[src/hdl/pat_pkg.sv]
package pat_pkg;

	localparam int CFG_IDX_W  = 3;
	localparam int CFG_DATA_W = 32;

	localparam logic [CFG_IDX_W-1:0] REG_MODE     = 3'd0;
	localparam logic [CFG_IDX_W-1:0] REG_GATE     = 3'd1;
	localparam logic [CFG_IDX_W-1:0] REG_STROBE   = 3'd2;
	localparam logic [CFG_IDX_W-1:0] REG_FREQ_MAP = 3'd3;
	localparam logic [CFG_IDX_W-1:0] REG_STEP     = 3'd4;
	localparam logic [CFG_IDX_W-1:0] REG_BASE     = 3'd5;
	localparam logic [CFG_IDX_W-1:0] REG_GAIN     = 3'd6;

	localparam logic [1:0] MODE_PHASE = 2'd0;
	localparam logic [1:0] MODE_INV   = 2'd1;
	localparam logic [1:0] MODE_DUAL  = 2'd2;
	localparam logic [1:0] MODE_IDLE  = 2'd3;

	localparam logic signed [1:0] LVL_PLUS  = 2'sb01;
	localparam logic signed [1:0] LVL_ZERO  = 2'sb00;
	localparam logic signed [1:0] LVL_MINUS = 2'sb11;

	localparam logic signed [63:0] PI_Q32  = 64'sh0000_0003_243F_6A89;
	localparam logic [31:0]        PI_Q30  = 32'hC90F_DAA2;
	localparam logic signed [63:0] I64_MAX = 64'sh7FFF_FFFF_FFFF_FFFF;
	localparam logic signed [63:0] I64_MIN = 64'sh8000_0000_0000_0000;

	localparam int MUL_W  = 33;
	localparam int PROD_W = 2 * MUL_W;
	localparam int DEN_W  = 45;

	typedef logic signed [PROD_W-1:0] prod_t;

	// Saturate a wide signed value to the signed 32-bit range.
	function automatic logic signed [31:0] clamp32(input logic signed [PROD_W-1:0] x);
		logic signed [31:0] r;
		if (x > PROD_W'(64'sd2147483647)) begin
			r = 32'sh7FFF_FFFF;
		end else if (x < -PROD_W'(64'sd2147483648)) begin
			r = 32'sh8000_0000;
		end else begin
			r = x[31:0];
		end
		return r;
	endfunction

	// 64-bit signed add that saturates at both ends.
	function automatic logic signed [63:0] sat_add64(input logic signed [63:0] a,
			input logic signed [63:0] b);
		logic signed [64:0] s;
		logic signed [63:0] r;
		s = {a[63], a} + {b[63], b};
		if (s[64] != s[63]) begin
			r = s[64] ? I64_MIN : I64_MAX;
		end else begin
			r = s[63:0];
		end
		return r;
	endfunction

endpackage

[src/hdl/pat_mul.sv]
module pat_mul
	import pat_pkg::*;
(
	input  logic                    clk,
	input  logic signed [MUL_W-1:0] a,
	input  logic signed [MUL_W-1:0] b,
	output prod_t                   p
);

	prod_t p_q;

	always_ff @(posedge clk) begin
		p_q <= a * b;
	end

	assign p = p_q;

endmodule

[config.mk]
export PLATFORM = sky130hd
export DESIGN_NAME = pat_mul
export DESIGN_NICKNAME = d
export VERILOG_FILES = /design/src/hdl/pat_pkg.sv /design/src/hdl/pat_mul.sv
export SDC_FILE = /design/constraint.sdc
export NUM_CORES = 2
export LEC_CHECK = 0
export BUFFER_PORTS_ARGS = -buffer_cell sky130_fd_sc_hd__buf_2
export CORE_MARGIN = 1
export CORE_UTILIZATION = 67
export DETAILED_ROUTE_END_ITERATION = 10
export GPL_TIMING_DRIVEN = 0
export PLACE_DENSITY_LB_ADDON = 0.2
export SETUP_SLACK_MARGIN = 0.5
export SLEW_MARGIN = 20
export SYNTH_ARGS = -nofsm -noshare
export SYNTH_HDL_FRONTEND = slang
export SYNTH_SLANG_ARGS = --single-unit
export TNS_END_PERCENT = 5
[constraint.sdc]
create_clock -name clk -period 18.1 [get_ports clk]
set_input_delay 1.81 -clock clk [delete_from_list [all_inputs] [get_ports clk]]
set_output_delay 1.81 -clock clk [all_outputs]
set_load 0.01 [all_outputs]
# Yosys cells after proc, flatten, opt, wreduce, memory -nomap -nowiden
# Index checks and enable logic that the tools add are counted.
# W data, S select, Z words.
[classes] multipliers=1
[op_table] op="$mul A33 B33 Y66" n=1
[totals] ff_bits=66 input_bits=67 wordCells=2

# Longest topological paths before layout
[logic_depth] word_depth=1 ltp_mapped=27 ltp_nobuf=26

# Least setup slack after synthesis
# Ideal clock, no wire load.
[synth_path] path_kind="in2reg" startpoint="input port a[32]" endpoint="register p_q[62], in the netlist p[62]" setup_ns=0.079 arrival_time_ns=8.967 t_required_ns=18.021 slack_ns=9.054 path_stages=23 path_buffers=2 cell_sequence="clkbuf_1 > nand2_1 > inv_1 > fa_1 > fa_1 > fa_1 > fa_1 > fa_1 > fa_1 > fa_1 > inv_1 > fa_1 > inv_1 > ha_1 > clkbuf_1 > and3_1 > nand3_1 > nand2b_1 > a2111oi_4 > a211oi_4 > a21o_2 > a21o_1 > a211oi_2"
[synth_between] elab_chain_len=1
[synth_lines] item="start, declared" line_no="pat_mul.sv:5" text="input logic signed [MUL_W-1:0] a,"
[synth_lines] item="$mul A33 B33 Y66" line_no="pat_mul.sv:13" text="p_q <= a * b;"
[synth_lines] item="end signal, assigned" line_no="pat_mul.sv:13"
[synth_lines] item="end, declared" line_no="pat_mul.sv:10" text="prod_t p_q;"
# No other way between the ends.

# Worst setup path in the final report
[layout_path] startpoint="input port b[32]" endpoint="register p_q[64], in the netlist p[64]"
[layout_between] elab_chain_len=1
[layout_lines] item="start, declared" line_no="pat_mul.sv:6" text="input logic signed [MUL_W-1:0] b,"
[layout_lines] item="$mul A33 B33 Y66" line_no="pat_mul.sv:13"
# No other way between the ends.

==> summary.md <==
| Metric | Value |
|---|---|
| Maximum clock path buffer count | 2 |
| Aggregate global routing overflow | 0 |
| Hold Path Class | in -> reg |
| Top_reg_cell synth | dfxtp_1 |
| Largest net degree at the start of global routing | 27 |
| Initial Util | 0.676 |
| Clock Root Buffer | clkbuf_16 |
| Asr flop ratio synth | 0 |
| Final Setup Violations | 0 |
| Num CTS Buffers | 9 |
| Simple-gate share of the synthesized area | 0.158 |
| Layout cell share with drive strength beyond 1 | 0.0444 |
| Worst slew margin | 0.253 |
| Main combinational cell family by area after synthesis | adder cells |
| Setup bufs post-CTS | 0 |
| Final-layout fill cell count | ~4.7k |
| Pre-antenna DRT Iters | 7 |
| CP Class | in -> reg |
| Synth top cells by count | fa_1, inv_1, and2_1, nand2_1, ha_1 |
| Fin Setup TNS | 0 ps |
| Critical path's most frequent cell | fa_1 |
| Core region area | roughly 60000 um^2 |
| Avg WL per Cell | about 26 um |
| Vias per cell | about 6 |
| GP Congestion | 1.10 |
| Hold Violations, Final | 0 |
| Vias | 31.5k |
| Critical path arrival | between 10000 and 15000 ps |
| Worst-margin pin slew | between 1000 and 1500 ps |
| CP bufs+invs | 6 |
| DRC viols | 0 |
| Die H | about 250 um |
| Mapped Area | slightly above 40000 um^2 |
| Post-synth top area share | 0.563 |
| Sink Count | 66 |
| Largest area contributor in the netlist | fa_1 |
| Post-CTS Hold Fix Bufs | 0 |
| Die ar. | 61800 um^2 |
| Count leader, synth | fa_1 |
| Nets | 5910 |
| Max-slew violation count | 0 |
| Post-cts sizing count | 0 |
| First-pass GRT wire length | roughly 210000 um |
| Syn Nets | between 5k and 6k |
| Post-synth EDFFs | 0 |
| GR Util All Layers | 0.468 |
| Mapped Avg Cell Area | between 9 and 10 um^2 |
| CTS tree | built |
| Largest register FFs | 66 |
| Multiplexer area fraction after synthesis | 0 |
| CP delay by family, top | adder cells |
| Total routed wirelength | 136000 um |
| Syn-to-layout area delta | 4.78% |
| Required @ worst endpoint | 18390 ps |
| Row cnt | 90 |
| Yosys reg bits | between 60 and 70 |
| Initial antenna violation count | 14 |
| Top cells by area, synth | fa_1, inv_1, and2_1, ha_1, nand2_1 |
| Synth Warn # | 0 |
| Port bufs | between 100 and 150 |
| Die Width | ~250 um |
| Crit Path Max Fanout | 10 |
| Sequential share of the synthesized area | 0.0324 |
| Startpoint types | input pin |
| Iteration-0 DRC Markers | 3232 |
| Synth cell types | 80 |
| Critical path's slowest cell | fa_1 |
| Detail Placement HPWL | roughly 120000 um |
| Timing-limited maximum frequency | slightly below 0.1 GHz |
| Post-Synth Adder-Cell Area | 0.629 |
| CTS clk-pin slew, worst paths | 60 ps |
| H-tree depth | 3 |
| Endpoint class of the critical path | flop |
| Tcrit/Tclk final | 0.557 |
| Fin crit period | between 10000 and 15000 ps |
| I/O pin count | 133 |
| Compound-cell area share of the yosys netlist | 0.0407 |
| Vias in the first global route | approximately 33k |
| Max_cap viols | 0 |
| RSZ-0062 raised after global routing | false |
| Status | finished clean |
| Cells after synthesis | 4338 |
| Antenna Violating Nets Remaining | 0 |
| Crit path cell chain | buf_2, inv_1, clkbuf_1, buf_1, nor2_1, fa_1, fa_1, fa_1, fa_1, fa_1, fa_1, fa_1, inv_1, fa_1, inv_1, ha_1, nand4_1, nor2_1, nand2_1, nor3_1, o311ai_4, nand3_2, a211oi_1, a311oi_1 |
| XOR/XNOR Fraction of Synth Area | 0.0146 |
| Critical Path Max Stage Delay | roughly 780 ps |
-- kinds of logic (layout without fill, tap and decap cells) --
family          count (synthesis)  count (layout)
fa+ha+maj                    1362            1362
xor+xnor                       68              68
simple gates                 1271            1271
other cells                     0              11
buf+inv                      1352            1500
compound gates                219             219
flops                          66              66
-- layout by cell type, fill, tap and decap left out, types with 4 or more instances in the layout --
cell type | Yosys | final
inv_1 | 1131 | 1131
xor2_1 | 25 | 25
o211ai_1 | 4 | 4
o21bai_1 | 11 | 11
clkbuf_16 | 0 | 9
a21oi_1 | 57 | 57
nor2b_1 | 5 | 5
nand2_1 | 551 | 551
nand4_1 | 11 | 11
clkbuf_1 | 208 | 208
fa_1 | 1145 | 1143
nand3_1 | 25 | 25
a31oi_1 | 8 | 8
nor2_1 | 68 | 68
o21ai_0 | 25 | 25
o21ai_1 | 6 | 6
ha_1 | 217 | 217
nand2b_1 | 12 | 12
o21a_1 | 6 | 6
a211o_1 | 6 | 6
and4_1 | 5 | 5
diode_2 | 0 | 11
a211oi_1 | 7 | 7
and3_1 | 5 | 5
dfxtp_1 | 66 | 66
xnor2_1 | 43 | 43
a21o_1 | 36 | 36
and2_1 | 562 | 562
nor3_1 | 7 | 7
buf_2 | 11 | 143
-- worst paths after layout --
path | start | end | slack [ps] | cells past startpoint
min | a[0] | p[0]$_DFF_P_ | 1870 | 2
max | b[32] | p[64]$_DFF_P_ | 8020 | 24
-- metal layers --
layer | GRT usage | part of all wire | up-vias
met3 | 0.176 | 0.15 | 686
li1 | - | - | 12640
met2 | 0.678 | 0.43 | 2232
met1 | 0.566 | 0.32 | 15932
met4 | 0.369 | 0.10 | 10
met5 | 0.00618 | 0.00048 | -
-- layout make-up --
| type | instances | area [um^2] | share of cell area |
|---|---|---|---|
| clock buffer | 11 | 243 | 0.00569 |
| inverter | 1131 | 4250 | 0.0995 |
| tap | 782 | 978 | 0.0229 |
| multi-input combinational | 2920 | 34300 | 0.804 |
| antenna | 11 | 27.5 | 0.000645 |
| sequential | 66 | 1320 | 0.0310 |
| buffer | 221 | 852 | 0.0200 |
| timing repair buffer | 132 | 661 | 0.0155 |
| clock inverter | 5 | 30.0 | 0.000704 |
-- metrics by stage --
step | setup WS, ps | util | cell area [um^2] | hold WS [ps] | std cells
detailed placement | 7390 | 0.703 | 42400 | 2200 | 5252
floorplan | 9050 | - | 40700 | 1940 | 4338
CTS | 7730 | 0.708 | 42600 | 1840 | 5268
finish | 8020 | 0.708 | 42700 | 1870 | 5279
global route | 7730 | 0.708 | 42700 | 1850 | 5273
global placement | 7430 | 0.703 | 42400 | 2200 | 5252
Power is not shown: default switching activity piles up to over one toggle a cycle in this logic, so the estimate is an artifact.
