===== config.mk =====
export PLATFORM = sky130hd
export DESIGN_NAME = pat_div
export DESIGN_NICKNAME = d
export VERILOG_FILES = /design/src/hdl/pat_pkg.sv /design/src/hdl/pat_div.sv
export SDC_FILE = /design/constraint.sdc
export NUM_CORES = 1
export LEC_CHECK = 0
export BUFFER_PORTS_ARGS = -buffer_cell sky130_fd_sc_hd__buf_2
export CORE_MARGIN = 4
export CORE_UTILIZATION = 45
export DETAILED_ROUTE_END_ITERATION = 12
export GPL_ROUTABILITY_DRIVEN = 0
export PLACE_DENSITY_LB_ADDON = 0.05
export SLEW_MARGIN = 10
export SYNTH_ARGS = -nofsm -noshare
export SYNTH_HDL_FRONTEND = slang
export SYNTH_SLANG_ARGS = --single-unit

===== constraint.sdc =====
create_clock -name clk -period 3.9 [get_ports clk]
set_clock_uncertainty 0.2 [all_clocks]
set_input_delay 0.39 -clock clk [delete_from_list [all_inputs] [get_ports clk]]
set_output_delay 0.39 -clock clk [all_outputs]
set_load 0.03 [all_outputs]

===== src/hdl/pat_pkg.sv =====
package pat_pkg;

	localparam int CFG_IDX_W  = 3;
	localparam int CFG_DATA_W = 32;

	localparam logic [CFG_IDX_W-1:0] REG_MODE     = 3'd0;
	localparam logic [CFG_IDX_W-1:0] REG_GATE     = 3'd1;
	localparam logic [CFG_IDX_W-1:0] REG_STROBE   = 3'd2;
	localparam logic [CFG_IDX_W-1:0] REG_FREQ_MAP = 3'd3;
	localparam logic [CFG_IDX_W-1:0] REG_STEP     = 3'd4;
	localparam logic [CFG_IDX_W-1:0] REG_BASE     = 3'd5;
	localparam logic [CFG_IDX_W-1:0] REG_GAIN     = 3'd6;

	localparam logic [1:0] MODE_PHASE = 2'd0;
	localparam logic [1:0] MODE_INV   = 2'd1;
	localparam logic [1:0] MODE_DUAL  = 2'd2;
	localparam logic [1:0] MODE_IDLE  = 2'd3;

	localparam logic signed [1:0] LVL_PLUS  = 2'sb01;
	localparam logic signed [1:0] LVL_ZERO  = 2'sb00;
	localparam logic signed [1:0] LVL_MINUS = 2'sb11;

	localparam logic signed [63:0] PI_Q32  = 64'sh0000_0003_243F_6A89;
	localparam logic [31:0]        PI_Q30  = 32'hC90F_DAA2;
	localparam logic signed [63:0] I64_MAX = 64'sh7FFF_FFFF_FFFF_FFFF;
	localparam logic signed [63:0] I64_MIN = 64'sh8000_0000_0000_0000;

	localparam int MUL_W  = 33;
	localparam int PROD_W = 2 * MUL_W;
	localparam int DEN_W  = 45;

	typedef logic signed [PROD_W-1:0] prod_t;

	// Saturate a wide signed value to the signed 32-bit range.
	function automatic logic signed [31:0] clamp32(input logic signed [PROD_W-1:0] x);
		logic signed [31:0] r;
		if (x > PROD_W'(64'sd2147483647)) begin
			r = 32'sh7FFF_FFFF;
		end else if (x < -PROD_W'(64'sd2147483648)) begin
			r = 32'sh8000_0000;
		end else begin
			r = x[31:0];
		end
		return r;
	endfunction

	// 64-bit signed add that saturates at both ends.
	function automatic logic signed [63:0] sat_add64(input logic signed [63:0] a,
			input logic signed [63:0] b);
		logic signed [64:0] s;
		logic signed [63:0] r;
		s = {a[63], a} + {b[63], b};
		if (s[64] != s[63]) begin
			r = s[64] ? I64_MIN : I64_MAX;
		end else begin
			r = s[63:0];
		end
		return r;
	endfunction

endpackage


===== src/hdl/pat_div.sv =====
module pat_div
	import pat_pkg::*;
(
	input  logic             clk,
	input  logic             arst_n,
	input  logic             start,
	input  logic [63:0]      num,
	input  logic [DEN_W-1:0] den,
	output logic             done,
	output logic [63:0]      quo
);

	logic             busy_q;
	logic             done_q;
	logic [5:0]       cnt_q;
	logic [63:0]      num_q;
	logic [63:0]      quo_q;
	logic [DEN_W:0]   rem_q;
	logic [DEN_W-1:0] den_q;
	logic [DEN_W:0]   trial;
	logic             fits;

	// One quotient bit per cycle, most significant first.
	assign trial = {rem_q[DEN_W-1:0], num_q[63]};
	assign fits  = trial >= {1'b0, den_q};

	always_ff @(posedge clk or negedge arst_n) begin
		if (!arst_n) begin
			busy_q <= 1'b0;
			done_q <= 1'b0;
			cnt_q  <= '0;
		end else begin
			done_q <= 1'b0;
			if (start) begin
				busy_q <= 1'b1;
				cnt_q  <= 6'd63;
			end else if (busy_q) begin
				cnt_q <= cnt_q - 6'd1;
				if (cnt_q == 6'd0) begin
					busy_q <= 1'b0;
					done_q <= 1'b1;
				end
			end
		end
	end

	always_ff @(posedge clk) begin
		if (start) begin
			num_q <= num;
			den_q <= den;
			rem_q <= '0;
			quo_q <= '0;
		end else if (busy_q) begin
			num_q <= {num_q[62:0], 1'b0};
			rem_q <= fits ? trial - {1'b0, den_q} : trial;
			quo_q <= {quo_q[62:0], fits};
		end
	end

	assign done = done_q;
	assign quo  = quo_q;

endmodule


Yosys cells after proc, flatten, opt, wreduce, memory -nomap -nowiden
Cells that the tools add are included.
{"block": "totals", "input_bits": 112, "wordCells": 23, "ff_bits": 226, "out_inout_bits": 65}
{"block": "op_classes", "magnitude_cmp": 1, "mux": 11, "add_sub_neg": 2, "reduce_logical": 2}
{"op": "two-way mux 64 bit", "n": 2}
{"op": ">= comparator 46 x 45 -> 1 bit", "n": 1}
{"op": "two-way mux 45 bit", "n": 1}
{"op": "subtractor 45 bit", "n": 1}
{"op": "two-way mux 6 bit", "n": 2}
{"op": "zero test 6 bit", "n": 1}
{"op": "two-way mux 1 bit", "n": 6}
{"op": "subtractor 6 x 1 -> 6 bit (second input constant)", "n": 1}
{"op": "nonzero test 2 bit", "n": 1}

Logic depth before layout (Yosys ltp)
Gate-level depths: netlist (run 1).
{"block": "depth", "ltp_word": 4, "depth_mapped": 16, "ltp_nobuf": 14}

Worst setup path after synthesis (run 1)
No wires, ideal clock.
{"block": "synth_timing", "kind": "flip-flop to flip-flop", "from": "reg num_q[63]", "to": "reg rem_q[16]", "period_less_slack_ns": 3.271, "setup_time_ns": 0.128, "n_path_buf": 2, "path_stages_with_launch": 16, "arrival_time_ns": 2.943, "t_required_ns": 3.572, "path_slack_ns": 0.629, "cell_sequence": "edfxtp_1 inv_1 ha_1 inv_1 fa_1 a211oi_2 o21ai_1 a2111oi_2 nor3_2 o311ai_2 o211a_1 buf_2 buf_2 o211ai_1 o21ai_0 nor2_1"}
{"block": "synth_via", "elab_chain_len": 2}
{"element": "from (decl)", "line_no": "pat_div.sv:16", "text": "logic [63:0] num_q;"}
{"element": "from (signal assigned)", "line_no": "pat_div.sv:49", "text": "num_q <= num;"}
{"element": "from (signal assigned)", "line_no": "pat_div.sv:54", "text": "num_q <= {num_q[62:0], 1'b0};"}
{"element": "subtractor 45 bit or >= comparator 46 x 45 -> 1 bit (tied branches)", "line_no": "pat_div.sv:55, pat_div.sv:25"}
{"element": "two-way mux 45 bit (*)", "line_no": "pat_div.sv:55", "text": "rem_q <= fits ? trial - {1'b0, den_q} : trial;"}
{"element": "to (signal assigned)", "line_no": "pat_div.sv:55"}
{"element": "to (decl)", "line_no": "pat_div.sv:18", "text": "logic [DEN_W:0] rem_q;"}
Every way passes the cells marked *; elsewhere a longest branch is shown, timed or not.
A chain may end at the register's enable or synchronous reset.

Final worst setup path (run 1)
{"block": "layout_timing", "from": "reg num_q[63]", "to": "reg rem_q[43]"}
The elaborated chain is that of the path after synthesis.

==> impl_metrics.xml, run 1 <==
<?xml version="1.0" encoding="UTF-8"?>
<metrics>
  <group name="final_layout">
    <metric name="layout-drive-gt1-share" unit="%">22.0</metric>
    <metric name="layout_commonest_cell" unit="">sky130_fd_sc_hd__buf_2</metric>
    <metric name="layout-area-overhead-vs-synth" unit="%">27.1</metric>
    <metric name="finish.instance_area" unit="sq mm">0.0146</metric>
    <metric name="stdcell_count" unit="">1713</metric>
    <metric name="number_of_nets_in_the_finished_design" unit="">1519</metric>
    <metric name="filler_cells_inserted" unit="">2255</metric>
    <metric name="final_cell_mix" unit="">sky130_fd_sc_hd__buf_2, sky130_fd_sc_hd__nor2_1, sky130_fd_sc_hd__dlygate4sd3_1</metric>
  </group>
  <group name="hold_path">
    <metric name="hold_class" unit="">input pin to asynchronous set/reset pin</metric>
  </group>
  <group name="status">
    <metric name="status" unit="">finished clean</metric>
  </group>
  <group name="placed_design">
    <metric name="detailed_place.area" unit="sq mm">0.0126</metric>
    <metric name="portBuffers" unit="">176</metric>
    <metric name="dp.final_hpwl" unit="um">18300</metric>
    <metric name="placed_cells_incl_taps" unit="">1551</metric>
  </group>
  <group name="grt">
    <metric name="first_global_vias" unit="">8821</metric>
    <metric name="grt_util_all_layers" unit="%">19.2</metric>
    <metric name="first_pass_grt_wire_length" unit="um">45300</metric>
    <metric name="globalRoute.totalOverflow" unit="">0</metric>
    <metric name="antenna_violations_before_repair" unit="">4</metric>
    <metric name="grt_max_degree" unit="">154</metric>
  </group>
  <group name="clocking">
    <metric name="quantity_of_hold_fixing_buffers_added_after_cts" unit="">110</metric>
    <metric name="path_clk_slew" unit="ps">60</metric>
    <metric name="ctsResizeCount" unit="">0</metric>
    <metric name="cts_inserted_buffers" unit="">26</metric>
    <metric name="cts.sink_count" unit="">226</metric>
    <metric name="cts_tree" unit="">done</metric>
    <metric name="clk_root_buffer_cell" unit="">sky130_fd_sc_hd__clkbuf_16</metric>
    <metric name="post-cts-setup-buffers" unit="">0</metric>
    <metric name="ctsLongestPathBuffers" unit="">3</metric>
    <metric name="clock_insertion_delay_worst_skew" unit="ps">550</metric>
    <metric name="htree_num_levels" unit="">1</metric>
  </group>
  <group name="timing">
    <metric name="final.min_clock_period" unit="ps">3570</metric>
    <metric name="timing.max_slew.rel_slack" unit="%">51.4</metric>
    <metric name="finalCritPeriodShare" unit="%">91.5</metric>
    <metric name="final_hold_viol_count" unit="">0</metric>
    <metric name="fmax" unit="MHz">280</metric>
    <metric name="slew_violations" unit="">0</metric>
    <metric name="rsz0062_at_grt" unit="">false</metric>
    <metric name="setup_violations" unit="">0</metric>
    <metric name="final.setup.tns" unit="ps">0</metric>
    <metric name="tightest_slew" unit="ps">729</metric>
    <metric name="worst_hold_slack" unit="ps">59.4</metric>
  </group>
  <group name="worst_setup_path">
    <metric name="cp-end-kind" unit="">register</metric>
    <metric name="crit_path_cell_trace" unit="">inv_1, ha_1, inv_1, fa_1, a211oi_2, o21ai_1, a2111oi_2, nor3_2, o311ai_2, o211ai_1, buf_4, a31oi_1, a21oi_1, a311oi_1</metric>
    <metric name="worstPathArrival" unit="ps">3820</metric>
    <metric name="worst_path_largest_cell_delay" unit="ps">460</metric>
    <metric name="setup.worst_path.class" unit="">register to register</metric>
    <metric name="path_max_fanout" unit="">16</metric>
    <metric name="crit_path_top_delay_cell" unit="">sky130_fd_sc_hd__a2111oi_2</metric>
    <metric name="cp_required" unit="ps">4160</metric>
    <metric name="worst_path_most_repeated_cell" unit="">sky130_fd_sc_hd__inv_1</metric>
    <metric name="cp-start-kind" unit="">register</metric>
  </group>
  <group name="detailed_routing">
    <metric name="detail_route.wl_per_cell" unit="um">16.1</metric>
    <metric name="post-route-drc-count" unit="">0</metric>
    <metric name="avgViaCountPerCell" unit="">5.11</metric>
    <metric name="drt_pass1_iterations" unit="">4</metric>
    <metric name="routed-via-count" unit="">8746</metric>
    <metric name="detailedRoute.firstIterationViolations" unit="">455</metric>
    <metric name="final_antenna_net_count" unit="">0</metric>
    <metric name="routed_wl" unit="um">27500</metric>
  </group>
  <group name="die">
    <metric name="die-height" unit="um">167</metric>
    <metric name="floorplan.rows" unit="">58</metric>
    <metric name="floorplan.die_area" unit="sq mm">0.0281</metric>
    <metric name="core" unit="sq mm">0.0251</metric>
    <metric name="start_util" unit="%">45.6</metric>
    <metric name="die_w" unit="um">167</metric>
    <metric name="ioPinCount" unit="">177</metric>
  </group>
  <group name="power_and_ir_drop">
    <metric name="ir_worst_vdd" unit="V">0.000394</metric>
    <metric name="static-leakage-power" unit="nW">6.64</metric>
    <metric name="power-per-cell-area" unit="mW/mm^2">573</metric>
    <metric name="power" unit="mW">8.34</metric>
  </group>
  <group name="flow_run">
    <metric name="max_cap_viol_count" unit="">0</metric>
  </group>
  <group name="yosys">
    <metric name="synthCells" unit="">1100</metric>
    <metric name="netlist-cell-type-count" unit="">70</metric>
    <metric name="synth_top_area_cell" unit="">sky130_fd_sc_hd__edfxtp_1</metric>
    <metric name="synth-seq-cells" unit="">226</metric>
    <metric name="yosys.area.top_type_share" unit="%">28.6</metric>
    <metric name="synth.area.top_cells" unit="">sky130_fd_sc_hd__edfxtp_1, sky130_fd_sc_hd__dfxtp_1, sky130_fd_sc_hd__mux2i_1, sky130_fd_sc_hd__mux2_2, sky130_fd_sc_hd__ha_1</metric>
    <metric name="yosysWarningCount" unit="">0</metric>
    <metric name="yosys_most_used_dff" unit="">sky130_fd_sc_hd__edfxtp_1</metric>
    <metric name="synth.net_count" unit="">1260</metric>
    <metric name="syn_area_per_cell" unit="sq um">10.4</metric>
    <metric name="synth_sequential_area_ratio" unit="%">49.4</metric>
    <metric name="synth-edff-count" unit="">109</metric>
    <metric name="mappedNetlistArea" unit="sq mm">0.0114</metric>
    <metric name="async_reset_ff_share" unit="%">3.54</metric>
  </group>
</metrics>
==> logic make-up (layout without fill, tap and decap cells) <==
family          count (synthesis)  after routing  share of synthesized area, %
flops                         226            226                          49.4
fa+ha+maj                      48             48                          5.31
mux                           141            141                          13.0
simple gates                  279            279                          10.7
compound gates                232            232                          13.7
buf+inv                       131            410                          4.62
xor+xnor                       43             43                          3.29
other cells                     0              4                             0
==> flip-flops by register name (all words and copies together) (netlist names) <==
register  cells
busy_q        1
cnt_q         6
den_q        45
done          1
num_q        64
quo          64
rem_q        45
==> power breakdown <==
| group | internal [mW] | total [mW] | switching [mW] | leakage, nW |
|---|---|---|---|---|
| combinational | 1.30 | 2.97 | 1.67 | 4.15 |
| sequential | 2.81 | 3.00 | 0.192 | 2.08 |
| clock | 1.40 | 2.37 | 0.973 | 0.406 |
| total | 5.51 | 8.34 | 2.83 | 6.64 |
==> critical path, delay by kind of cell, from the launching register on <==
family	cells	cell delay (ps)
DFF	1	380
and+or+nand+nor	1	130
buffers and inverters	3	360
AOI/OAI and AO/OA	8	1830
adders and majority gates	2	570
==> through the flow <==
stage                     setup WS (ps)  utilization, %
after floorplan                     629               -
after global placement              420            50.2
after detailed placement            370            50.2
after CTS                           325            57.9
after global routing               43.5            58.0
final                               333            58.0
==> synth_stat cells, types with 5 or more instances <==
library cell                 n
sky130_fd_sc_hd__inv_1      64
sky130_fd_sc_hd__a311oi_1    8
sky130_fd_sc_hd__edfxtp_1  109
sky130_fd_sc_hd__o21bai_1   12
sky130_fd_sc_hd__a21o_1     20
sky130_fd_sc_hd__xnor2_1    22
sky130_fd_sc_hd__mux2i_1    76
sky130_fd_sc_hd__and2_1      5
sky130_fd_sc_hd__nand2b_1    8
sky130_fd_sc_hd__buf_2       6
sky130_fd_sc_hd__o211ai_1   16
sky130_fd_sc_hd__nand3_1    12
sky130_fd_sc_hd__dfxtp_1   109
sky130_fd_sc_hd__ha_1       47
sky130_fd_sc_hd__nor2_1    140
sky130_fd_sc_hd__a211oi_1   23
sky130_fd_sc_hd__clkbuf_1   48
sky130_fd_sc_hd__o21a_1      6
sky130_fd_sc_hd__xor2_1     21
sky130_fd_sc_hd__nor4_1      5
sky130_fd_sc_hd__nand2_1    68
sky130_fd_sc_hd__mux2_2     64
sky130_fd_sc_hd__dfrtp_1     8
sky130_fd_sc_hd__o21ai_0    28
sky130_fd_sc_hd__a21oi_1    61
sky130_fd_sc_hd__o21ai_1    17
sky130_fd_sc_hd__nor3_1      7
sky130_fd_sc_hd__buf_1       7
sky130_fd_sc_hd__nand4_1    16
==> worst paths after layout <==
kind,endpoint,start,slack [ps],cells after the start
min in group clk,quo[2]$_SDFFE_PP0P_,start,190,2
setup / recovery,rem_q[43]$_SDFFE_PP0P_,num_q[63]$_DFFE_PP_,330,14
max in group asynchronous,busy_q$_DFF_PN0_,arst_n,3240,2
hold / removal,cnt_q[4]$_DFFE_PN0P_,arst_n,60,2
hold reg to reg,rem_q[17]$_SDFFE_PP0P_,rem_q[16]$_SDFFE_PP0P_,300,2
setup reg to reg,rem_q[43]$_SDFFE_PP0P_,num_q[63]$_DFFE_PP_,330,14
==> final cells by class <==
cell class	instances	area (sq um)	area share [%]
sequential	226	5660	38.9
multi-input combinational	743	5260	36.2
timing repair buffer	298	2130	14.6
clock buffer	43	759	5.22
tap	330	413	2.84
inverter	64	240	1.65
clock inverter	5	77.6	0.533
antenna	4	10.0	0.0688
==> metal layers <==
metal | global-route usage (%) | up-vias | part of all wire [%]
li1 | - | 4470 | -
met1 | 24.4 | 4081 | 43
met2 | 33.0 | 166 | 49
met3 | 5.34 | 29 | 6.2
met4 | 3.85 | 0 | 1.8
met5 | 0 | - | 0
Power figures use the tool's default switching activity.
==> run 2, diff against run 1 <==
--- a/config.mk
+++ b/config.mk
@@ -6,7 +6,7 @@
 export NUM_CORES = 1
 export LEC_CHECK = 0
 export BUFFER_PORTS_ARGS = -buffer_cell sky130_fd_sc_hd__buf_2
-export CORE_MARGIN = 4
+export CAP_MARGIN = 10
 export CORE_UTILIZATION = 45
 export DETAILED_ROUTE_END_ITERATION = 12
 export GPL_ROUTABILITY_DRIVEN = 0
==> run 2 against run 1 <==
  * Clock power is 8% higher
  * Count of clock-buffer cells in the layout is 6 lower
  * Hold slack worse by 23 ps
  * Fmax is 0.21% lower
  * Sequential power hardly changed
  * Cell count hardly changed
  * Sequential share of layout area is 0.26 points lower
  * Core utilization is 0.56 points higher
==> impl_metrics.xml, run 2 (synthesis gave the netlist of run 1 again) <==
<?xml version="1.0" encoding="UTF-8"?>
<metrics>
  <group name="status">
    <metric name="status" unit="">finished clean</metric>
  </group>
  <group name="grt">
    <metric name="grt_util_all_layers" unit="%">20.8</metric>
    <metric name="first_pass_grt_wire_length" unit="um">44400</metric>
    <metric name="globalRoute.totalOverflow" unit="">0</metric>
    <metric name="first_global_vias" unit="">8867</metric>
    <metric name="antenna_violations_before_repair" unit="">1</metric>
    <metric name="grt_max_degree" unit="">91</metric>
  </group>
  <group name="timing">
    <metric name="final.min_clock_period" unit="ps">3570</metric>
    <metric name="slew_violations" unit="">0</metric>
    <metric name="setup_slack" unit="ps">325</metric>
    <metric name="final.setup.tns" unit="ps">0</metric>
    <metric name="timing.max_slew.rel_slack" unit="%">35.9</metric>
    <metric name="final_hold_viol_count" unit="">0</metric>
    <metric name="fmax" unit="MHz">280</metric>
    <metric name="rsz0062_at_grt" unit="">false</metric>
    <metric name="setup_violations" unit="">0</metric>
    <metric name="finalCritPeriodShare" unit="%">91.7</metric>
    <metric name="tightest_slew" unit="ps">962</metric>
  </group>
  <group name="detailed_routing">
    <metric name="detail_route.wl_per_cell" unit="um">15.8</metric>
    <metric name="routed-via-count" unit="">8786</metric>
    <metric name="routedLengthMet1" unit="um">12300</metric>
    <metric name="post-route-drc-count" unit="">0</metric>
    <metric name="detailedRoute.firstIterationViolations" unit="">467</metric>
    <metric name="routed_wl" unit="um">27100</metric>
    <metric name="final_antenna_net_count" unit="">0</metric>
    <metric name="met3_length" unit="um">1490</metric>
    <metric name="drt_pass1_iterations" unit="">5</metric>
    <metric name="avgViaCountPerCell" unit="">5.13</metric>
    <metric name="route.top_layer_used" unit="">met4</metric>
    <metric name="route.met2.wl" unit="um">12700</metric>
  </group>
  <group name="worst_setup_path">
    <metric name="rr_endpoint" unit="">rem_q[41]$_SDFFE_PP0P_</metric>
    <metric name="worstPathArrival" unit="ps">3770</metric>
    <metric name="cp-start-kind" unit="">register</metric>
    <metric name="worst_r2r_startpoint" unit="">num_q[63]$_DFFE_PP_</metric>
    <metric name="rrSetupSlack" unit="ps">330</metric>
    <metric name="cp_required" unit="ps">4100</metric>
    <metric name="setup.worst_path.class" unit="">register to register</metric>
    <metric name="path_max_fanout" unit="">17</metric>
    <metric name="ff2ff_path_depth" unit="">15</metric>
    <metric name="cp-end-kind" unit="">register</metric>
  </group>
  <group name="final_layout">
    <metric name="final_cell_mix" unit="">sky130_fd_sc_hd__buf_2, sky130_fd_sc_hd__nor2_1, sky130_fd_sc_hd__dlygate4sd3_1</metric>
    <metric name="layout_commonest_cell" unit="">sky130_fd_sc_hd__buf_2</metric>
    <metric name="layout-area-overhead-vs-synth" unit="%">28.0</metric>
    <metric name="final_core_util" unit="%">58.5</metric>
    <metric name="number_of_nets_in_the_finished_design" unit="">1523</metric>
    <metric name="filler_cells_inserted" unit="">2211</metric>
    <metric name="finish.instance_area" unit="sq mm">0.0146</metric>
    <metric name="layout-drive-gt1-share" unit="%">22.9</metric>
  </group>
  <group name="hold_path">
    <metric name="hold_class" unit="">input pin to asynchronous set/reset pin</metric>
  </group>
  <group name="power_and_ir_drop">
    <metric name="power" unit="mW">8.54</metric>
    <metric name="power-per-cell-area" unit="mW/mm^2">583</metric>
    <metric name="ir_worst_vdd" unit="V">0.000398</metric>
    <metric name="static-leakage-power" unit="nW">6.70</metric>
  </group>
  <group name="clocking">
    <metric name="path_clk_slew" unit="ps">70</metric>
    <metric name="cts.sink_count" unit="">226</metric>
    <metric name="clock_insertion_delay_worst_skew" unit="ps">550</metric>
    <metric name="ctsLongestPathBuffers" unit="">3</metric>
    <metric name="post-cts-setup-buffers" unit="">0</metric>
    <metric name="cts_tree" unit="">done</metric>
    <metric name="clk_root_buffer_cell" unit="">sky130_fd_sc_hd__clkbuf_16</metric>
    <metric name="cts_inserted_buffers" unit="">26</metric>
    <metric name="htree_num_levels" unit="">1</metric>
  </group>
  <group name="flow_run">
    <metric name="max_cap_viol_count" unit="">0</metric>
  </group>
  <group name="die">
    <metric name="die_w" unit="um">161</metric>
    <metric name="start_util" unit="%">45.7</metric>
    <metric name="floorplan.rows" unit="">58</metric>
    <metric name="floorplan.die_area" unit="sq mm">0.0261</metric>
    <metric name="ioPinCount" unit="">177</metric>
    <metric name="core" unit="sq mm">0.0250</metric>
    <metric name="die-height" unit="um">161</metric>
  </group>
  <group name="placed_design">
    <metric name="portBuffers" unit="">176</metric>
    <metric name="dp_worst_setup_slack" unit="ps">341</metric>
    <metric name="dp.final_hpwl" unit="um">18200</metric>
    <metric name="detailed_place.area" unit="sq mm">0.0126</metric>
  </group>
</metrics>
==> run 2: cell count changes in the layout (fill, tap and decap cells not counted), sizes merged <==
cell,previous run,this run
clkbuf,44,38
clkinv,3,8
buf,187,191
diode,4,1
inv,65,66
==> run 2: worst max path at each step <==
stage | from | endpoint | slack, ps
after floorplan | num_q[63]$_DFFE_PP_ | rem_q[16]$_SDFFE_PP0P_ | 630
after global placement | num_q[63]$_DFFE_PP_ | rem_q[28]$_SDFFE_PP0P_ | 420
after detailed placement | num_q[63]$_DFFE_PP_ | rem_q[41]$_SDFFE_PP0P_ | 340
after CTS | num_q[63]$_DFFE_PP_ | rem_q[41]$_SDFFE_PP0P_ | 310
after global routing | num_q[63]$_DFFE_PP_ | rem_q[4]$_SDFFE_PP0P_ | 80
final | num_q[63]$_DFFE_PP_ | rem_q[41]$_SDFFE_PP0P_ | 330
==> run 2: worst max-delay path, cell delays in order (launching register included) <==
cell	delay (ps)
sky130_fd_sc_hd__edfxtp_1	380
sky130_fd_sc_hd__inv_1	70
sky130_fd_sc_hd__ha_1	160
sky130_fd_sc_hd__inv_1	50
sky130_fd_sc_hd__fa_1	420
sky130_fd_sc_hd__a211oi_2	260
sky130_fd_sc_hd__o21ai_1	170
sky130_fd_sc_hd__a2111oi_4	410
sky130_fd_sc_hd__nor3_2	120
sky130_fd_sc_hd__o311ai_2	300
sky130_fd_sc_hd__o211ai_1	170
sky130_fd_sc_hd__buf_4	250
sky130_fd_sc_hd__o21ai_0	200
sky130_fd_sc_hd__a31oi_1	60
sky130_fd_sc_hd__a21oi_1	130
sky130_fd_sc_hd__a311oi_1	60
==> run 2: through the flow <==
stage | hold slack, ps | cells
after global routing | 30.5 | 1714
after detailed placement | 45.2 | 1555
after floorplan | -106 | 1100
final | 36.2 | 1714
after CTS | 7.96 | 1713
after global placement | 44.9 | 1555
==> run 2: routing by layer <==
metal  vias up  GRT usage [%]
li1       4462              -
met1      4120           26.3
met2       164           35.4
met3        40           5.14
met4         0           5.62
met5         -              0
==> run 2: power by group <==
part,switching (mW),leakage [nW],internal [mW]
logic,1.69,4.15,1.30
registers,0.191,2.08,2.81
clock network,1.01,0.464,1.53
==> run 2: cell type report <==
| class | instances | area [sq um] | area share (%) |
|---|---|---|---|
| antenna | 1 | 2.50 | 0.0171 |
| clock buffer | 37 | 817 | 5.58 |
| clock inverter | 11 | 108 | 0.735 |
| inverter | 64 | 240 | 1.64 |
| multi-input combinational | 743 | 5270 | 36.0 |
| sequential | 226 | 5660 | 38.6 |
| tap | 330 | 413 | 2.82 |
| timing repair buffer | 302 | 2140 | 14.6 |
==> run 2: repair_timing <==
action / 4_1_cts / 5_1_grt
hold buffers: 110 / 0
endpoints found under the setup margin: 0 / 1
resized for setup: 0 / 1
endpoints found under the hold margin: 117 / 0
==> run 3, diff against run 2 <==
==> constraint.sdc (replaced) <==
create_clock -name clk -period 3.6 [get_ports clk]
set_clock_uncertainty 0.2 [all_clocks]
set_input_delay 0.36 -clock clk [delete_from_list [all_inputs] [get_ports clk]]
set_output_delay 0.36 -clock clk [all_outputs]
set_load 0.03 [all_outputs]
==> run 3 against run 2 <==
  * Non-clock buffer count is 17 higher
  * Fmax is 1.7% higher
  * Routed wire length is 0.18% higher
  * Combinational power is 18% higher
  * Final area is 1.5% higher
  * Core utilization is 0.90 points higher
  * Critical endpoint is now rem_q[1]$_SDFFE_PP0P_
  * Highest routed layer unchanged
==> impl_metrics.xml, run 3 (synthesis gave the netlist of run 1 again) <==
<?xml version="1.0" encoding="UTF-8"?>
<metrics>
  <group name="status">
    <metric name="status" unit="">finished clean</metric>
  </group>
  <group name="final_layout">
    <metric name="final_cell_mix" unit="">sky130_fd_sc_hd__buf_2, sky130_fd_sc_hd__nor2_1, sky130_fd_sc_hd__dlygate4sd3_1</metric>
    <metric name="final_core_util" unit="%">59.4</metric>
    <metric name="layout_commonest_cell" unit="">sky130_fd_sc_hd__buf_2</metric>
    <metric name="number_of_nets_in_the_finished_design" unit="">1541</metric>
    <metric name="layout-drive-gt1-share" unit="%">24.0</metric>
    <metric name="layout-area-overhead-vs-synth" unit="%">30.0</metric>
    <metric name="filler_cells_inserted" unit="">2212</metric>
    <metric name="n_diodes" unit="">0</metric>
  </group>
  <group name="timing">
    <metric name="setup_slack" unit="ps">83.9</metric>
    <metric name="finalCritPeriodShare" unit="%">97.7</metric>
    <metric name="fmax" unit="MHz">284</metric>
    <metric name="timing.max_slew.rel_slack" unit="%">52.2</metric>
    <metric name="setup_violations" unit="">0</metric>
    <metric name="slew_violations" unit="">0</metric>
    <metric name="final.min_clock_period" unit="ps">3520</metric>
    <metric name="tightest_slew" unit="ps">718</metric>
    <metric name="rsz0062_at_grt" unit="">true</metric>
    <metric name="final_hold_viol_count" unit="">0</metric>
    <metric name="worst_hold_slack" unit="ps">153</metric>
    <metric name="final.setup.tns" unit="ps">0</metric>
  </group>
  <group name="power_and_ir_drop">
    <metric name="power-per-cell-area" unit="mW/mm^2">637</metric>
    <metric name="internal_pwr_total" unit="mW">6.29</metric>
    <metric name="ir_worst_vdd" unit="V">0.000439</metric>
    <metric name="clock_power_share" unit="%">28.5</metric>
    <metric name="swShare" unit="%">33.6</metric>
    <metric name="total_switching_power" unit="mW">3.19</metric>
    <metric name="power" unit="mW">9.48</metric>
    <metric name="comb_power_share" unit="%">37.1</metric>
    <metric name="power_frac_seq" unit="%">34.4</metric>
    <metric name="static-leakage-power" unit="nW">6.80</metric>
  </group>
  <group name="grt">
    <metric name="globalRoute.totalOverflow" unit="">0</metric>
    <metric name="antenna_violations_before_repair" unit="">0</metric>
    <metric name="first_global_vias" unit="">8908</metric>
    <metric name="first_pass_grt_wire_length" unit="um">44100</metric>
    <metric name="grt_util_all_layers" unit="%">20.6</metric>
    <metric name="grt_max_degree" unit="">97</metric>
  </group>
  <group name="worst_setup_path">
    <metric name="setup.worst_path.class" unit="">register to register</metric>
    <metric name="path_buf_inv" unit="">4</metric>
    <metric name="crit_path_top_delay_cell" unit="">sky130_fd_sc_hd__a2111oi_4</metric>
    <metric name="worstPathArrival" unit="ps">3780</metric>
    <metric name="cp-end-kind" unit="">register</metric>
    <metric name="cp-start-kind" unit="">register</metric>
    <metric name="cp_required" unit="ps">3860</metric>
    <metric name="crit_path_cell_trace" unit="">inv_1, ha_2, inv_2, fa_2, a211oi_2, o21ai_2, a2111oi_4, nor3_4, o311ai_2, o211ai_1, buf_4, buf_6, mux2i_2, a211oi_1</metric>
    <metric name="rrSetupSlack" unit="ps">80</metric>
    <metric name="path_max_fanout" unit="">4</metric>
    <metric name="path_delay_family" unit="">compound AO/OA/AOI/OAI gates</metric>
    <metric name="worst_path_largest_cell_delay" unit="ps">450</metric>
  </group>
  <group name="clocking">
    <metric name="cts_inserted_buffers" unit="">27</metric>
    <metric name="ctsLongestPathBuffers" unit="">3</metric>
    <metric name="htree_num_levels" unit="">1</metric>
    <metric name="clk_root_buffer_cell" unit="">sky130_fd_sc_hd__clkbuf_16</metric>
    <metric name="cts.sink_count" unit="">226</metric>
    <metric name="path_clk_slew" unit="ps">60</metric>
    <metric name="clock_insertion_delay_worst_skew" unit="ps">550</metric>
    <metric name="cts_tree" unit="">done</metric>
  </group>
  <group name="detailed_routing">
    <metric name="drt_pass1_iterations" unit="">4</metric>
    <metric name="routed_wl" unit="um">27200</metric>
    <metric name="final_antenna_net_count" unit="">0</metric>
    <metric name="post-route-drc-count" unit="">0</metric>
    <metric name="detail_route.wl_per_cell" unit="um">15.7</metric>
    <metric name="detailedRoute.firstIterationViolations" unit="">415</metric>
    <metric name="routed-via-count" unit="">8867</metric>
    <metric name="avgViaCountPerCell" unit="">5.12</metric>
  </group>
  <group name="die">
    <metric name="die_w" unit="um">161</metric>
    <metric name="floorplan.die_area" unit="sq mm">0.0261</metric>
    <metric name="die-height" unit="um">161</metric>
    <metric name="start_util" unit="%">45.7</metric>
    <metric name="floorplan.rows" unit="">58</metric>
    <metric name="core" unit="sq mm">0.0250</metric>
    <metric name="ioPinCount" unit="">177</metric>
  </group>
  <group name="flow_run">
    <metric name="max_cap_viol_count" unit="">0</metric>
  </group>
  <group name="placed_design">
    <metric name="portBuffers" unit="">176</metric>
    <metric name="dp_worst_setup_slack" unit="ps">6.88</metric>
    <metric name="dp.final_hpwl" unit="um">18100</metric>
  </group>
  <group name="hold_path">
    <metric name="hold_class" unit="">input pin to register</metric>
  </group>
</metrics>
## run 3: changes by cell type in the layout (fill, tap and decap cells not counted), sizes merged
cell	previous run	this run
buf	191	206
diode	1	0
bufinv	1	2
clkbuf	38	42
clkinv	8	6
inv	66	65
dlygate4sd3	110	111
clkinvlp	0	1
## run 3: cell type report
class / count / area (sq um) / share of cell area, %
clock inverters: 10 / 111 / 0.749
well taps: 330 / 413 / 2.78
clock buffers: 40 / 774 / 5.21
flip-flops and latches: 226 / 5660 / 38.0
inverters: 64 / 240 / 1.61
repair buffers: 319 / 2330 / 15.7
multi-input cells: 743 / 5350 / 35.9
## run 3: through the flow
step / area (sq um) / cells
2_1_floorplan: 11400 / 1100
3_3_place_gp: 12700 / 1561
3_5_place_dp: 12700 / 1561
4_1_cts: 14700 / 1722
5_1_grt: 14900 / 1732
6_report: 14900 / 1732
## run 3: what timing repair did
item / in CTS / in global routing
hold buffers: 111 / 0
gates resized for setup: 0 / 22
setup endpoints to repair: 1 / 45
buffers inserted: 0 / 8
pin swaps: 1 / 20
cloned: 0 / 2
endpoints found under the hold margin: 117 / 0
## run 3: metal layers
layer / global-route usage (%) / up-vias / wire (um)
li1: - / 4509 / -
met1: 26.6 / 4175 / 12600
met2: 34.9 / 151 / 12700
met3: 4.55 / 32 / 1300
met4: 5.19 / 0 / 512
met5: 0 / - / 0
## run 3: final timing paths
check	start	to	cells after the start
setup / recovery	num_q[63]$_DFFE_PP_	rem_q[1]$_SDFFE_PP0P_	14
min in group asynchronous	arst_n	cnt_q[2]$_DFFE_PN0P_	3
setup reg to reg	num_q[63]$_DFFE_PP_	rem_q[1]$_SDFFE_PP0P_	14
hold / removal	start	quo[5]$_SDFFE_PP0P_	2
hold reg to reg	rem_q[44]$_SDFFE_PP0P_	rem_q[44]$_SDFFE_PP0P_	2
max in group asynchronous	arst_n	busy_q$_DFF_PN0_	3
## run 3: worst reg2reg max path, delay by kind of cell (launching register included)
kind                       cells  cell delay [ps]
AOI/OAI and AO/OA              6             1570
adders and majority gates      2              570
buffers and inverters          4              480
DFF                            1              380
muxes                          1              160
and+or+nand+nor                1               80
## run 3: power by group through the flow
stage	logic [mW]	registers (mW)	clock network, mW
after floorplan	2.45	3.25	0
after global placement	3.16	3.30	0
after detailed placement	3.18	3.30	0
after CTS	3.29	3.25	2.77
after global routing	3.90	3.30	2.87
final	3.52	3.26	2.70
